$ cat config.mk
export PLATFORM = sky130hd
export DESIGN_NAME = dual_pressure_average_monitor
export DESIGN_NICKNAME = d
export VERILOG_FILES = /design/src/rtl/core/dpam_pkg.sv /design/src/rtl/core/dpam_ram.sv /design/src/rtl/core/dpam_window.sv /design/src/rtl/core/dpam_scale.sv /design/src/rtl/core/dual_pressure_average_monitor.sv
export SDC_FILE = /design/constraint.sdc
export NUM_CORES = 1
export LEC_CHECK = 0
export ABC_AREA = 0
export BUFFER_PORTS_ARGS = -buffer_cell sky130_fd_sc_hd__buf_4
export CAP_MARGIN = 40
export CORE_UTILIZATION = 65
export CTS_BUF_LIST = sky130_fd_sc_hd__clkbuf_8
export CTS_CLUSTER_SIZE = 14
export DETAILED_ROUTE_END_ITERATION = 8
export PLACE_DENSITY = 0.79
export SETUP_SLACK_MARGIN = 0.1
export SLEW_MARGIN = 10
export SYNTH_ARGS = -nofsm -noshare
export SYNTH_HDL_FRONTEND = slang
export SYNTH_SLANG_ARGS = --single-unit
export TNS_END_PERCENT = 30
$ cat constraint.sdc
create_clock -name aclk -period 5.56 [get_ports aclk]
set_clock_uncertainty 0.15 [all_clocks]
set_input_delay 0.556 -clock aclk [delete_from_list [all_inputs] [get_ports aclk]]
set_output_delay 0.556 -clock aclk [all_outputs]
set_load 0.02 [all_outputs]
$ cat src/rtl/core/dpam_pkg.sv
// Shared types and constants of the dual tank pressure monitor.
package dpam_pkg;

    // Field widths
    localparam int SAMPLE_W = 10;
    localparam int Q_W      = 13;
    localparam int QUOT_W   = 12;
    localparam int SCALE_W  = 12;

    // Stream widths, padded to whole bytes
    localparam int IN_TDATA_W  = 24;
    localparam int OUT_TDATA_W = 32;
    localparam int OUT_PAD_W   = OUT_TDATA_W - 2 * Q_W;

    // Configuration port
    localparam int CFG_INDEX_W = 2;

    typedef logic [SAMPLE_W-1:0]      sample_t;
    typedef logic signed [Q_W-1:0]    pressure_t;
    typedef logic [CFG_INDEX_W-1:0]   cfg_index_t;

    // Register indexes
    localparam cfg_index_t REG_WINDOW_LOW  = 2'd0;
    localparam cfg_index_t REG_WINDOW_HIGH = 2'd1;

    // Register reset values, signed Q4.8 bar
    localparam pressure_t WINDOW_LOW_RST  = 13'sd1024;
    localparam pressure_t WINDOW_HIGH_RST = 13'sd2560;

    // Count to pressure conversion: floor(total * 3203 / (1024 * depth)) - 320
    localparam logic [SCALE_W-1:0] SCALE_NUM = 12'd3203;
    localparam int                 FRAC_SHIFT = 10;
    localparam pressure_t          OFFSET_Q   = 13'sd320;

endpackage

$ cat src/rtl/core/dpam_ram.sv
// Generic single-clock RAM, one write port and one registered read port.
module dpam_ram #(
    parameter int WIDTH  = 10,
    parameter int DEPTH  = 16,
    localparam int ADDR_W = (DEPTH > 1) ? $clog2(DEPTH) : 1
) (
    input  logic              aclk,
    input  logic              wr_en,
    input  logic [ADDR_W-1:0] wr_addr,
    input  logic [WIDTH-1:0]  wr_data,
    input  logic              rd_en,
    input  logic [ADDR_W-1:0] rd_addr,
    output logic [WIDTH-1:0]  rd_data
);

    logic [WIDTH-1:0] mem [DEPTH];

    // Write and read; a read of the address being written returns the old word
    always_ff @(posedge aclk) begin
        if (wr_en) begin
            mem[wr_addr] <= wr_data;
        end
        if (rd_en) begin
            rd_data <= mem[rd_addr];
        end
    end

endmodule

$ cat src/rtl/core/dpam_window.sv
// Circular sample windows and running sums for both tanks.
module dpam_window #(
    parameter int DEPTH = 16,
    localparam int TOTAL_W = $clog2(((1 << dpam_pkg::SAMPLE_W) - 1) * DEPTH + 1)
) (
    input  logic                  aclk,
    input  logic                  aresetn,
    input  logic                  in_valid,
    output logic                  in_ready,
    input  dpam_pkg::sample_t     in_front,
    input  dpam_pkg::sample_t     in_rear,
    output logic                  out_valid,
    input  logic                  out_ready,
    output logic [TOTAL_W-1:0]    total_front,
    output logic [TOTAL_W-1:0]    total_rear
);
    import dpam_pkg::*;

    localparam int ADDR_W = (DEPTH > 1) ? $clog2(DEPTH) : 1;

    logic              accept;
    logic [ADDR_W-1:0] slot_reg, slot_next;
    logic              slot_last;
    logic              wrapped_reg, wrapped_next;

    logic              a_valid_reg;
    logic              a_ready;
    logic              a_move;
    logic              a_old_ok_reg;
    sample_t           a_front_reg;
    sample_t           a_rear_reg;
    sample_t           rd_front;
    sample_t           rd_rear;
    sample_t           old_front;
    sample_t           old_rear;

    logic               b_valid_reg;
    logic               b_ready;
    logic [TOTAL_W-1:0] total_front_reg, total_front_next;
    logic [TOTAL_W-1:0] total_rear_reg, total_rear_next;

    // Stage handshakes
    assign b_ready  = !b_valid_reg || out_ready;
    assign a_ready  = !a_valid_reg || b_ready;
    assign a_move   = a_valid_reg && b_ready;
    assign in_ready = a_ready;
    assign accept   = in_valid && a_ready;

    // Advance the write slot; flag the first wrap so unwritten entries read as zero
    assign slot_last    = (slot_reg == ADDR_W'(DEPTH - 1));
    assign slot_next    = slot_last ? '0 : slot_reg + ADDR_W'(1);
    assign wrapped_next = wrapped_reg || slot_last;

    // Window stores: write the new sample, read back the one it replaces
    dpam_ram #(
        .WIDTH (SAMPLE_W),
        .DEPTH (DEPTH)
    ) u_ram_front (
        .aclk    (aclk),
        .wr_en   (accept),
        .wr_addr (slot_reg),
        .wr_data (in_front),
        .rd_en   (accept),
        .rd_addr (slot_reg),
        .rd_data (rd_front)
    );

    dpam_ram #(
        .WIDTH (SAMPLE_W),
        .DEPTH (DEPTH)
    ) u_ram_rear (
        .aclk    (aclk),
        .wr_en   (accept),
        .wr_addr (slot_reg),
        .wr_data (in_rear),
        .rd_en   (accept),
        .rd_addr (slot_reg),
        .rd_data (rd_rear)
    );

    // Drop the departing sample from each running sum and add the new one
    assign old_front        = a_old_ok_reg ? rd_front : '0;
    assign old_rear         = a_old_ok_reg ? rd_rear : '0;
    assign total_front_next = total_front_reg - TOTAL_W'(old_front) + TOTAL_W'(a_front_reg);
    assign total_rear_next  = total_rear_reg - TOTAL_W'(old_rear) + TOTAL_W'(a_rear_reg);

    // Control state
    always_ff @(posedge aclk) begin
        if (!aresetn) begin
            slot_reg        <= '0;
            wrapped_reg     <= 1'b0;
            a_valid_reg     <= 1'b0;
            b_valid_reg     <= 1'b0;
            total_front_reg <= '0;
            total_rear_reg  <= '0;
        end else begin
            if (accept) begin
                slot_reg    <= slot_next;
                wrapped_reg <= wrapped_next;
            end
            if (a_ready) begin
                a_valid_reg <= in_valid;
            end
            if (b_ready) begin
                b_valid_reg <= a_valid_reg;
            end
            if (a_move) begin
                total_front_reg <= total_front_next;
                total_rear_reg  <= total_rear_next;
            end
        end
    end

    // Hold the request and the validity of its departing sample
    always_ff @(posedge aclk) begin
        if (accept) begin
            a_front_reg  <= in_front;
            a_rear_reg   <= in_rear;
            a_old_ok_reg <= wrapped_reg;
        end
    end

    assign out_valid   = b_valid_reg;
    assign total_front = total_front_reg;
    assign total_rear  = total_rear_reg;

endmodule

$ cat src/rtl/core/dpam_scale.sv
// Conversion of running sums to signed Q4.8 pressures and the window check.
module dpam_scale #(
    parameter int DEPTH = 16,
    localparam int TOTAL_W = $clog2(((1 << dpam_pkg::SAMPLE_W) - 1) * DEPTH + 1)
) (
    input  logic                  aclk,
    input  logic                  aresetn,
    input  logic                  in_valid,
    output logic                  in_ready,
    input  logic [TOTAL_W-1:0]    total_front,
    input  logic [TOTAL_W-1:0]    total_rear,
    input  dpam_pkg::pressure_t   window_low,
    input  dpam_pkg::pressure_t   window_high,
    output logic                  out_valid,
    input  logic                  out_ready,
    output dpam_pkg::pressure_t   pressure_front,
    output dpam_pkg::pressure_t   pressure_rear,
    output logic                  tank_fault
);
    import dpam_pkg::*;

    // Product width, scaled width after the fixed shift, reciprocal of the depth
    localparam int PROD_W  = TOTAL_W + SCALE_W;
    localparam int SCL_W   = PROD_W - FRAC_SHIFT;
    localparam int DEPTH_B = (DEPTH > 1) ? $clog2(DEPTH) : 0;
    localparam int SHIFT   = SCL_W + DEPTH_B;
    localparam int MULT_W  = SHIFT + 1;
    localparam longint unsigned MULT = ((64'd1 << SHIFT) + DEPTH - 1) / DEPTH;
    localparam int QP_W    = SCL_W + MULT_W;

    logic              c_valid_reg, c_ready;
    logic [PROD_W-1:0] prod_front, prod_rear;
    logic [SCL_W-1:0]  c_front_reg, c_rear_reg;

    logic              d_valid_reg, d_ready;
    logic [QP_W-1:0]   qp_front, qp_rear;
    logic [QUOT_W-1:0] d_front_reg, d_rear_reg;

    logic              e_valid_reg, e_ready;
    pressure_t         press_front, press_rear;
    logic              fault_next;
    pressure_t         e_front_reg, e_rear_reg;
    logic              e_fault_reg;

    // Stage handshakes
    assign e_ready  = !e_valid_reg || out_ready;
    assign d_ready  = !d_valid_reg || e_ready;
    assign c_ready  = !c_valid_reg || d_ready;
    assign in_ready = c_ready;

    // Scale by 3203 and drop the fixed 1024 divisor
    assign prod_front = PROD_W'(total_front) * PROD_W'(SCALE_NUM);
    assign prod_rear  = PROD_W'(total_rear) * PROD_W'(SCALE_NUM);

    // Divide by the depth through its rounded-up reciprocal
    assign qp_front = QP_W'(c_front_reg) * QP_W'(MULT_W'(MULT));
    assign qp_rear  = QP_W'(c_rear_reg) * QP_W'(MULT_W'(MULT));

    // Remove the sensor offset and compare against the healthy window
    assign press_front = Q_W'(d_front_reg) - OFFSET_Q;
    assign press_rear  = Q_W'(d_rear_reg) - OFFSET_Q;
    assign fault_next  = (press_front < window_low) || (press_front > window_high) ||
                         (press_rear < window_low) || (press_rear > window_high);

    // Control state
    always_ff @(posedge aclk) begin
        if (!aresetn) begin
            c_valid_reg <= 1'b0;
            d_valid_reg <= 1'b0;
            e_valid_reg <= 1'b0;
        end else begin
            if (c_ready) begin
                c_valid_reg <= in_valid;
            end
            if (d_ready) begin
                d_valid_reg <= c_valid_reg;
            end
            if (e_ready) begin
                e_valid_reg <= d_valid_reg;
            end
        end
    end

    // Payload stages
    always_ff @(posedge aclk) begin
        if (c_ready && in_valid) begin
            c_front_reg <= prod_front[PROD_W-1:FRAC_SHIFT];
            c_rear_reg  <= prod_rear[PROD_W-1:FRAC_SHIFT];
        end
        if (d_ready && c_valid_reg) begin
            d_front_reg <= qp_front[SHIFT +: QUOT_W];
            d_rear_reg  <= qp_rear[SHIFT +: QUOT_W];
        end
        if (e_ready && d_valid_reg) begin
            e_front_reg <= press_front;
            e_rear_reg  <= press_rear;
            e_fault_reg <= fault_next;
        end
    end

    assign out_valid      = e_valid_reg;
    assign pressure_front = e_front_reg;
    assign pressure_rear  = e_rear_reg;
    assign tank_fault     = e_fault_reg;

endmodule

$ cat src/rtl/core/dual_pressure_average_monitor.sv
// Top level of the dual tank pressure monitor: moving average and window check.
//
//  channel   direction  handshake                contents
//  s_        in         s_tvalid / s_tready      sample_front, sample_rear
//  m_        out        m_tvalid / m_tready      pressure_front, pressure_rear; fault
//  cfg_      in         cfg_valid / cfg_ready    register index, write data
//
// One sample pair is taken per cycle while s_tready is high; each request passes
// through the five register stages (window read, running sum, scale, depth divide,
// offset and compare).
// Reset clears the slot counter, the running sums and the fill flag; window entries
// not yet written since reset read as zero through that flag, so no clearing pass runs.
// Each stage holds its request while the next is full; s_tready falls only once all
// stages hold requests and m_tready is low. cfg_ready is always high.
module dual_pressure_average_monitor #(
    parameter int WINDOW_DEPTH = 16
) (
    input  logic                                  aclk,
    input  logic                                  aresetn,
    // sample_front [9:0], sample_rear [19:10], zero padding above
    input  logic [dpam_pkg::IN_TDATA_W-1:0]       s_tdata,
    input  logic                                  s_tvalid,
    output logic                                  s_tready,
    // pressure_front [12:0], pressure_rear [25:13], zero padding above
    output logic [dpam_pkg::OUT_TDATA_W-1:0]      m_tdata,
    // tank_fault [0]
    output logic                                  m_tuser,
    output logic                                  m_tvalid,
    input  logic                                  m_tready,
    input  logic                                  cfg_valid,
    output logic                                  cfg_ready,
    input  dpam_pkg::cfg_index_t                  cfg_index,
    input  dpam_pkg::pressure_t                   cfg_data
);
    import dpam_pkg::*;

    localparam int TOTAL_W = $clog2(((1 << SAMPLE_W) - 1) * WINDOW_DEPTH + 1);

    pressure_t          window_low_reg;
    pressure_t          window_high_reg;
    logic               sum_valid;
    logic               sum_ready;
    logic [TOTAL_W-1:0] total_front;
    logic [TOTAL_W-1:0] total_rear;
    pressure_t          pressure_front;
    pressure_t          pressure_rear;

    // Configuration registers
    assign cfg_ready = 1'b1;

    always_ff @(posedge aclk) begin
        if (!aresetn) begin
            window_low_reg  <= WINDOW_LOW_RST;
            window_high_reg <= WINDOW_HIGH_RST;
        end else if (cfg_valid) begin
            case (cfg_index)
                REG_WINDOW_LOW:  window_low_reg  <= cfg_data;
                REG_WINDOW_HIGH: window_high_reg <= cfg_data;
                default: ;
            endcase
        end
    end

    // Windows and running sums
    dpam_window #(
        .DEPTH (WINDOW_DEPTH)
    ) u_window (
        .aclk        (aclk),
        .aresetn     (aresetn),
        .in_valid    (s_tvalid),
        .in_ready    (s_tready),
        .in_front    (s_tdata[SAMPLE_W-1:0]),
        .in_rear     (s_tdata[2*SAMPLE_W-1:SAMPLE_W]),
        .out_valid   (sum_valid),
        .out_ready   (sum_ready),
        .total_front (total_front),
        .total_rear  (total_rear)
    );

    // Pressure conversion and window check
    dpam_scale #(
        .DEPTH (WINDOW_DEPTH)
    ) u_scale (
        .aclk           (aclk),
        .aresetn        (aresetn),
        .in_valid       (sum_valid),
        .in_ready       (sum_ready),
        .total_front    (total_front),
        .total_rear     (total_rear),
        .window_low     (window_low_reg),
        .window_high    (window_high_reg),
        .out_valid      (m_tvalid),
        .out_ready      (m_tready),
        .pressure_front (pressure_front),
        .pressure_rear  (pressure_rear),
        .tank_fault     (m_tuser)
    );

    // Pack the result
    assign m_tdata = {{OUT_PAD_W{1'b0}}, pressure_rear, pressure_front};

endmodule

==> out/metrics.csv, run 1 <==
stage;metric;value;unit
sta;Final min period;4.702;ns
global_route;GRT Total Usage;0.2698;
critical_path;worst-path cell chain;ha_1, inv_1, fa_1, inv_1, ha_1, inv_1, fa_1, fa_1, inv_1, ha_1, a21oi_1, o21ai_0, a31oi_2, a211oi_2, or3_1, a21oi_1, xnor2_1;
drt;drt pass-1 iters;5;
die;I/O Pins;80;
clock_tree;CTS buffer count;78;
logic_synthesis;average size of a mapped cell;13.99;sq um
global_route;pin count of the biggest net entering global routing;45;
global_route;first-pass GRT wire length;82610;microns
die;number of cell rows;72;
logic_synthesis;Yosys Warn Count;0;
logic_synthesis;dominant cells by area after synthesis;edfxtp_1 51%, ha_1 13%, mux4_2 8.7%, dfxtp_1 5.0%, fa_1 4.6%;
sta;ratio of final minimum period to clock period;0.8457;
power_and_ir_drop;pwr/cell area;335.5;nW/um^2
global_route;grt ovf;0;
final_layout;Syn-to-layout area delta;10.91;%
sta;setup_tns;0;ns
run_status;status;completed;
power_and_ir_drop;Worst VDD drop;0.3066;mV
critical_path;crit path buf inv count;4;
place;# placed instances;2419;
critical_path;Top delay family on crit path;adder cells;
global_route;initial antenna violation count;0;
power_and_ir_drop;Leak;11.72;nW
logic_synthesis;Post-synth EDFFs;436;
clock_tree;CTS clock-pin slew for the worst setup and hold paths;0.06;ns
critical_path;CP max-delay cell;fa_1;
logic_synthesis;ys async rst share;0;
place;GPL Wtd Cong;0.8945;
clock_tree;CTS tree;yes;
sta;worst slew pin tran;0.6557;ns
final_layout;ant diodes;0;
drt;1st-iter DRT viols;745;
sta;Setup-failing EPs final;0;
drt;DRC violations left;0;
drt;vias per cell;5.807;
die;die area;40550;sq um
logic_synthesis;part of the Yosys area used for sequential elements;0.5563;
die;chip width;201.4;microns
logic_synthesis;post-synth top area cell;edfxtp_1;
drt;via count;14900;
critical_path;critical path required time;5.80;ns
critical_path;Crit path arrival time;4.95;ns
clock_tree;worst skew pair latency;0.63;ns
place;port bufs;68;
sta;Slew Viols, Final;0;
critical_path;Critical Path Max Stage Delay;0.54;ns
drt;DRT Wirelength;52330;microns
clock_tree;Clock Path Buffers;3;
logic_synthesis;post-synth top area share;0.5067;
critical_path;crit end category;flip-flop;
sta;final hold slack;0.03657;ns
clock_tree;clock sink count;500;
logic_synthesis;Synth Register Bits;500;
clock_tree;H-Tree Depth;3;
logic_synthesis;Mapped Area;25840;sq um
power_and_ir_drop;Final Power;0.009616;W
clock_tree;Post-CTS Setup Inserts;0;
drt;WL per Instance;20.39;microns
critical_path;most frequent CP cell;inv_1;
die;Starting Density;0.6639;
place;placed inst area;27120;sq um
logic_synthesis;Synth cell types;70;
place;post-DP HPWL;37030;microns
critical_path;crit start category;flip-flop;
clock_tree;Root Buffer;clkbuf_8;
sta;relative slew slack;0.5628;
flow_run;max_cap viols;0;
sta;Max Fclk;212.7;MHz
final_layout;Post-Layout Cell Count;2566;
min_path;worst min path class;input pin to flip-flop;
logic_synthesis;Synth Flop Type;edfxtp_1;
drt;Final ANT Viol Nets;0;
final_layout;nets@finish;2356;
sta;RSZ-0062 raised after global routing;false;
die;Core Area;38920;sq um
global_route;vias in the first global route;15395;
sta;Final Hold Viols;0;
critical_path;type of the worst setup path;flip-flop to flip-flop;
die;die height;201.4;microns
critical_path;CP max FO;5;
final_layout;share of layout cells above drive strength 1;0.1641;
final_layout;fin area;28660;sq um
logic_synthesis;Mapped Cells;1847;
final_layout;biggest regs;u_window.u_ram_front.mem (160), u_window.u_ram_rear.mem (160);
-- where the power goes --
part,total [W],switching [W],internal [W],leakage [nW]
clock,0.00290,0.00141,0.00149,0.818
sequential,0.00436,0.000105,0.00425,4.50
combinational,0.00236,0.00135,0.00100,6.40
total,0.00962,0.00287,0.00675,11.7
-- cell type report --
| class | instances | area, sq um |
|---|---|---|
| flip-flops and latches | 500 | 14380 |
| fillers | 2407 | 10260 |
| multi-input cells | 1002 | 10140 |
| inverters | 298 | 1119 |
| clock buffers | 79 | 1087 |
| repair buffers | 108 | 895.9 |
| well taps | 518 | 648.1 |
| clock inverters | 61 | 382.9 |
-- path summary, 6_finish.rpt --
path | slack (ns) | depth (start not counted) | start | end
min | 0.04 | 3 | cfg_data[1] | window_low_reg[1]
max reg2reg | 0.86 | 17 | u_window.total_rear[4] | u_scale.c_rear_reg[12]
max | 0.86 | 17 | u_window.total_rear[4] | u_scale.c_rear_reg[12]
min reg2reg | 0.26 | 0 | u_scale.c_rear_reg[14] | u_scale.d_rear_reg[10]
-- logic make-up (layout without fill, tap and decap cells) --
| kind of cell | after synthesis | in the layout | synth area share |
|---|---|---|---|
| AND/OR/NAND/NOR | 307 | 307 | 0.05777 |
| other | 2 | 7 | 0.0002907 |
| multiplexers | 103 | 103 | 0.08833 |
| XOR/XNOR | 44 | 44 | 0.01491 |
| adder cells (fa/ha/maj) | 324 | 324 | 0.1743 |
| AO/OA/AOI/OAI | 217 | 217 | 0.05395 |
| buffers and inverters | 350 | 546 | 0.05414 |
| flip-flops | 500 | 500 | 0.5563 |
-- through the flow --
step / setup WS (ns) / utilization
3_5_place_dp: 0.8507 / 0.6968
6_report: 0.8580 / 0.7364
4_1_cts: 0.8617 / 0.7364
3_3_place_gp: 0.9357 / 0.6939
2_1_floorplan: 1.131 / -
5_1_grt: 0.6093 / 0.7364
-- layer usage --
layer	global-route usage	up-vias	part of all wire
li1	-	6988	-
met1	0.3238	7287	0.38
met2	0.4793	488	0.52
met3	0.03887	137	0.050
met4	0.1296	0	0.044
met5	0	-	0
-- cells in the final DEF (no fill, tap or decap), types with 8 or more instances in the layout --
cell type	instances
clkbuf_8	79
nor2_2	12
xnor2_1	26
dfxtp_1	61
o211ai_1	10
o21ai_0	19
clkinv_1	20
inv_1	315
nor2_1	55
nand4_1	12
edfxtp_1	436
fa_1	60
nand3_1	28
ha_1	264
nand2_1	98
nand2b_1	14
a21oi_1	86
xor2_1	18
a211oi_1	8
o21a_1	8
and2_1	21
mux4_2	100
a21o_1	28
o21ai_1	10
nor3_1	12
clkinv_2	11
nor2b_1	9
buf_4	95
-- cells in the mapped netlist, types with 7 or more instances --
library cell,number
buf_2,8
dfxtp_1,64
o21ai_0,19
ha_1,264
nand3_1,28
xnor2_1,26
inv_1,296
nand2b_1,14
buf_4,8
mux4_2,100
o211ai_1,10
nand4_1,12
clkbuf_1,23
nor2b_1,11
a21o_1,28
fa_1,60
and2_1,21
and3_1,7
o21ai_1,10
nor2_1,67
nand2_1,98
a211oi_1,8
edfxtp_1,436
o21a_1,8
nor3_1,16
or3_1,7
a21oi_1,86
buf_1,7
xor2_1,18
-- tightest hold or removal path: stages --
cell and delay [ns]:
buf_4 0.11, nand2_1 0.05, a21oi_1 0.06
-- what timing repair did --
item                                   CTS  global route
hold buffers                             7             0
setup endpoints to repair                0             0
gates resized for setup                  0             0
endpoints found under the hold margin    7             0
Power figures use the tool's default switching activity.
==> inputs of run 2 (changes only) <==
CORE_UTILIZATION = 59   (was 65)
PLACE_DENSITY = 0.75   (was 0.79)
clock period = 4.3 ns   (was 5.56 ns; I/O delays follow)
==> run 2 against run 1 <==
Effect of this change:
- register-to-register slack got worse by 0.83 ns
- utilization decreased by 4.5 points
- setup slack got worse by 0.83 ns
==> out/metrics.csv, run 2 (synthesis results as in run 1) <==
stage;metric;value;unit;change
run_status;status;completed;;unchanged
place;pre-CTS WS;-0.2144;ns;was 0.8507 ns
clock_tree;H-Tree Depth;3;;unchanged
clock_tree;CTS buffer count;81;;was 78
sta;Final min period;4.272;ns;was 4.702 ns
clock_tree;CTS clock-pin slew for the worst setup and hold paths;0.06;ns;about the same
sta;ratio of final minimum period to clock period;0.9936;;was 0.8457
power_and_ir_drop;sequential share of power;0.433;;was 0.453
sta;Final Hold Viols;0;;unchanged
drt;vias per cell;5.609;;was 5.807
critical_path;type of the worst setup path;flip-flop to flip-flop;;unchanged
sta;Setup-failing EPs final;0;;unchanged
sta;final worst setup slack;0.02765;ns;was 0.8580 ns
global_route;vias in the first global route;15824;;was 15395
power_and_ir_drop;Power Internal;0.009022;W;was 0.006746 W
die;die height;211.3;microns;was 201.4 microns
final_layout;share of layout cells above drive strength 1;0.2096;;was 0.1641
place;# placed instances;2526;;was 2419
min_path;worst min path class;input pin to flip-flop;;unchanged
final_layout;multi-input logic area;10550;sq um;was 10140 sq um
power_and_ir_drop;sw power;0.003979;W;was 0.002869 W
clock_tree;CTS tree;yes;;unchanged
drt;WL per Instance;20.31;microns;was 20.39 microns
final_layout;nets@finish;2435;;was 2356
power_and_ir_drop;Clk pwr share;0.292;;was 0.302
flow_run;max_cap viols;0;;unchanged
final_layout;final core utilization;0.6909;;was 0.7364
die;I/O Pins;80;;unchanged
critical_path;Crit path arrival time;4.54;ns;was 4.95 ns
sta;relative slew slack;0.4528;;was 0.5628
sta;worst slew pin tran;0.8209;ns;was 0.6557 ns
sta;Max Fclk;234.1;MHz;was 212.7 MHz
power_and_ir_drop;Gate power share;0.275;;was 0.245
critical_path;r2r setup slk;0.03;ns;was 0.86 ns
clock_tree;Root Buffer;clkbuf_8;;unchanged
final_layout;most frequent cells in the layout;436 x edfxtp_1, 313 x inv_1, 245 x ha_1, 137 x buf_4, 100 x mux4_2;;was 436 x edfxtp_1, 315 x inv_1, 264 x ha_1, 100 x mux4_2, 98 x nand2_1
die;chip width;211.3;microns;was 201.4 microns
clock_tree;clock sink count;500;;unchanged
die;number of cell rows;76;;was 72
final_layout;sequential cell area;14400;sq um;was 14380 sq um
global_route;initial antenna violation count;0;;unchanged
final_layout;Filler Cell Count;2949;;was 2407
sta;Slew Viols, Final;0;;unchanged
drt;1st-iter DRT viols;958;;was 745
sta;RSZ-0062 raised after global routing;true;;was false
power_and_ir_drop;pwr/cell area;435.8;nW/um^2;was 335.5 nW/um^2
place;port bufs;68;;unchanged
place;post-DP HPWL;38590;microns;was 37030 microns
drt;DRC violations left;0;;unchanged
place;GPL Wtd Cong;0.9002;;was 0.8945
clock_tree;Clock Path Buffers;3;;unchanged
final_layout;biggest regs;u_window.u_ram_front.mem (160), u_window.u_ram_rear.mem (160);;unchanged
critical_path;crit start category;flip-flop;;unchanged
die;Starting Density;0.5985;;was 0.6639
global_route;grt ovf;0;;unchanged
final_layout;most common cell after layout, fill and taps aside;edfxtp_1;;unchanged
die;Core Area;43170;sq um;was 38920 sq um
critical_path;critical path required time;4.57;ns;was 5.80 ns
global_route;GRT Total Usage;0.2555;;was 0.2698
die;die area;44640;sq um;was 40550 sq um
critical_path;crit end category;flip-flop;;unchanged
global_route;pin count of the biggest net entering global routing;68;;was 45
drt;Final ANT Viol Nets;0;;unchanged
power_and_ir_drop;Leak;12.10;nW;was 11.72 nW
final_layout;Post-Layout Cell Count;2708;;was 2566
power_and_ir_drop;Final Power;0.01300;W;was 0.009616 W
drt;drt pass-1 iters;5;;unchanged
drt;DRT Wirelength;54990;microns;was 52330 microns
power_and_ir_drop;sw frac;0.3060;;was 0.2984
final_layout;ant diodes;0;;unchanged
final_layout;Syn-to-layout area delta;15.44;%;was 10.91%
clock_tree;worst skew pair latency;0.68;ns;was 0.63 ns
global_route;first-pass GRT wire length;85080;microns;was 82610 microns
critical_path;CP max FO;3;;was 5
drt;via count;15190;;was 14900
power_and_ir_drop;Worst VDD drop;0.4815;mV;was 0.3066 mV
==> run 2: cell types whose count changed in the layout (fill, tap and decap cells not counted), sizes merged, moves of 2 or more <==
cell,previous run,this run
buf,100,145
clkbuf,79,82
dlygate4sd3,7,39
clkinvlp,3,1
inv,321,333
clkinv,32,19
==> run 2: through the flow <==
step	instance area (sq um)	setup TNS [ns]	hold slack [ns]
finish	29830	0	0.1008
global route	29830	-0.9689	0.08977
detailed placement	27580	-0.8567	0.2545
CTS	29520	-0.03356	0.03670
floorplan	25930	0	0.2503
global placement	27470	-0.2528	0.2500
==> run 2: final cells by class <==
| class | count | area share |
|---|---|---|
| clock inverters | 57 | 0.01141 |
| flip-flops and latches | 500 | 0.4828 |
| clock buffers | 82 | 0.03784 |
| repair buffers | 184 | 0.05222 |
| multi-input cells | 1002 | 0.3537 |
| inverters | 298 | 0.03750 |
| well taps | 585 | 0.02454 |
==> run 2: power by group through the flow <==
stage,combinational (W),clock [W],sequential [W]
floorplan,0.00237,0,0.00567
global placement,0.00315,0,0.00572
detailed placement,0.00326,0,0.00572
CTS,0.00340,0.00388,0.00562
global route,0.00407,0.00409,0.00564
finish,0.00358,0.00379,0.00563
==> run 2: repair_timing <==
| item | 4_1_cts | 5_1_grt |
|---|---|---|
| pin swaps | 33 | 33 |
| resized for setup | 17 | 52 |
| setup endpoints to repair | 14 | 18 |
| buffers inserted | 3 | 1 |
| hold buffers | 39 | 0 |
| hold endpoints to repair | 376 | 0 |
==> run 2: worst max-delay path, cell delays in order (launching register included) <==
cell      delay [ns]
dfxtp_2         0.35
ha_4            0.27
inv_1           0.05
fa_1            0.49
inv_1           0.04
ha_1            0.27
inv_2           0.04
fa_1            0.45
fa_1            0.53
inv_2           0.05
ha_4            0.24
a21oi_2         0.13
o21ai_2         0.09
a31oi_4         0.18
a211oi_4        0.09
or3_4           0.39
a21oi_2         0.15
xnor2_1         0.08
==> run 2: path summary, 6_finish.rpt <==
path | start | to | depth (start not counted)
setup / recovery | u_window.total_rear[4] | u_scale.c_rear_reg[12] | 17
hold reg to reg | u_scale.c_rear_reg[7] | u_scale.d_rear_reg[3] | 0
setup reg to reg | u_window.total_rear[4] | u_scale.c_rear_reg[12] | 17
hold / removal | cfg_index[1] | window_low_reg[4] | 5
==> run 2: routing by layer <==
| layer | part of all wire | up-vias | global-route usage |
|---|---|---|---|
| met5 | 0 | - | 0 |
| met4 | 0.038 | 0 | 0.1154 |
| met3 | 0.049 | 135 | 0.04044 |
| met2 | 0.53 | 484 | 0.4601 |
| met1 | 0.39 | 7437 | 0.3005 |
| li1 | - | 7134 | - |
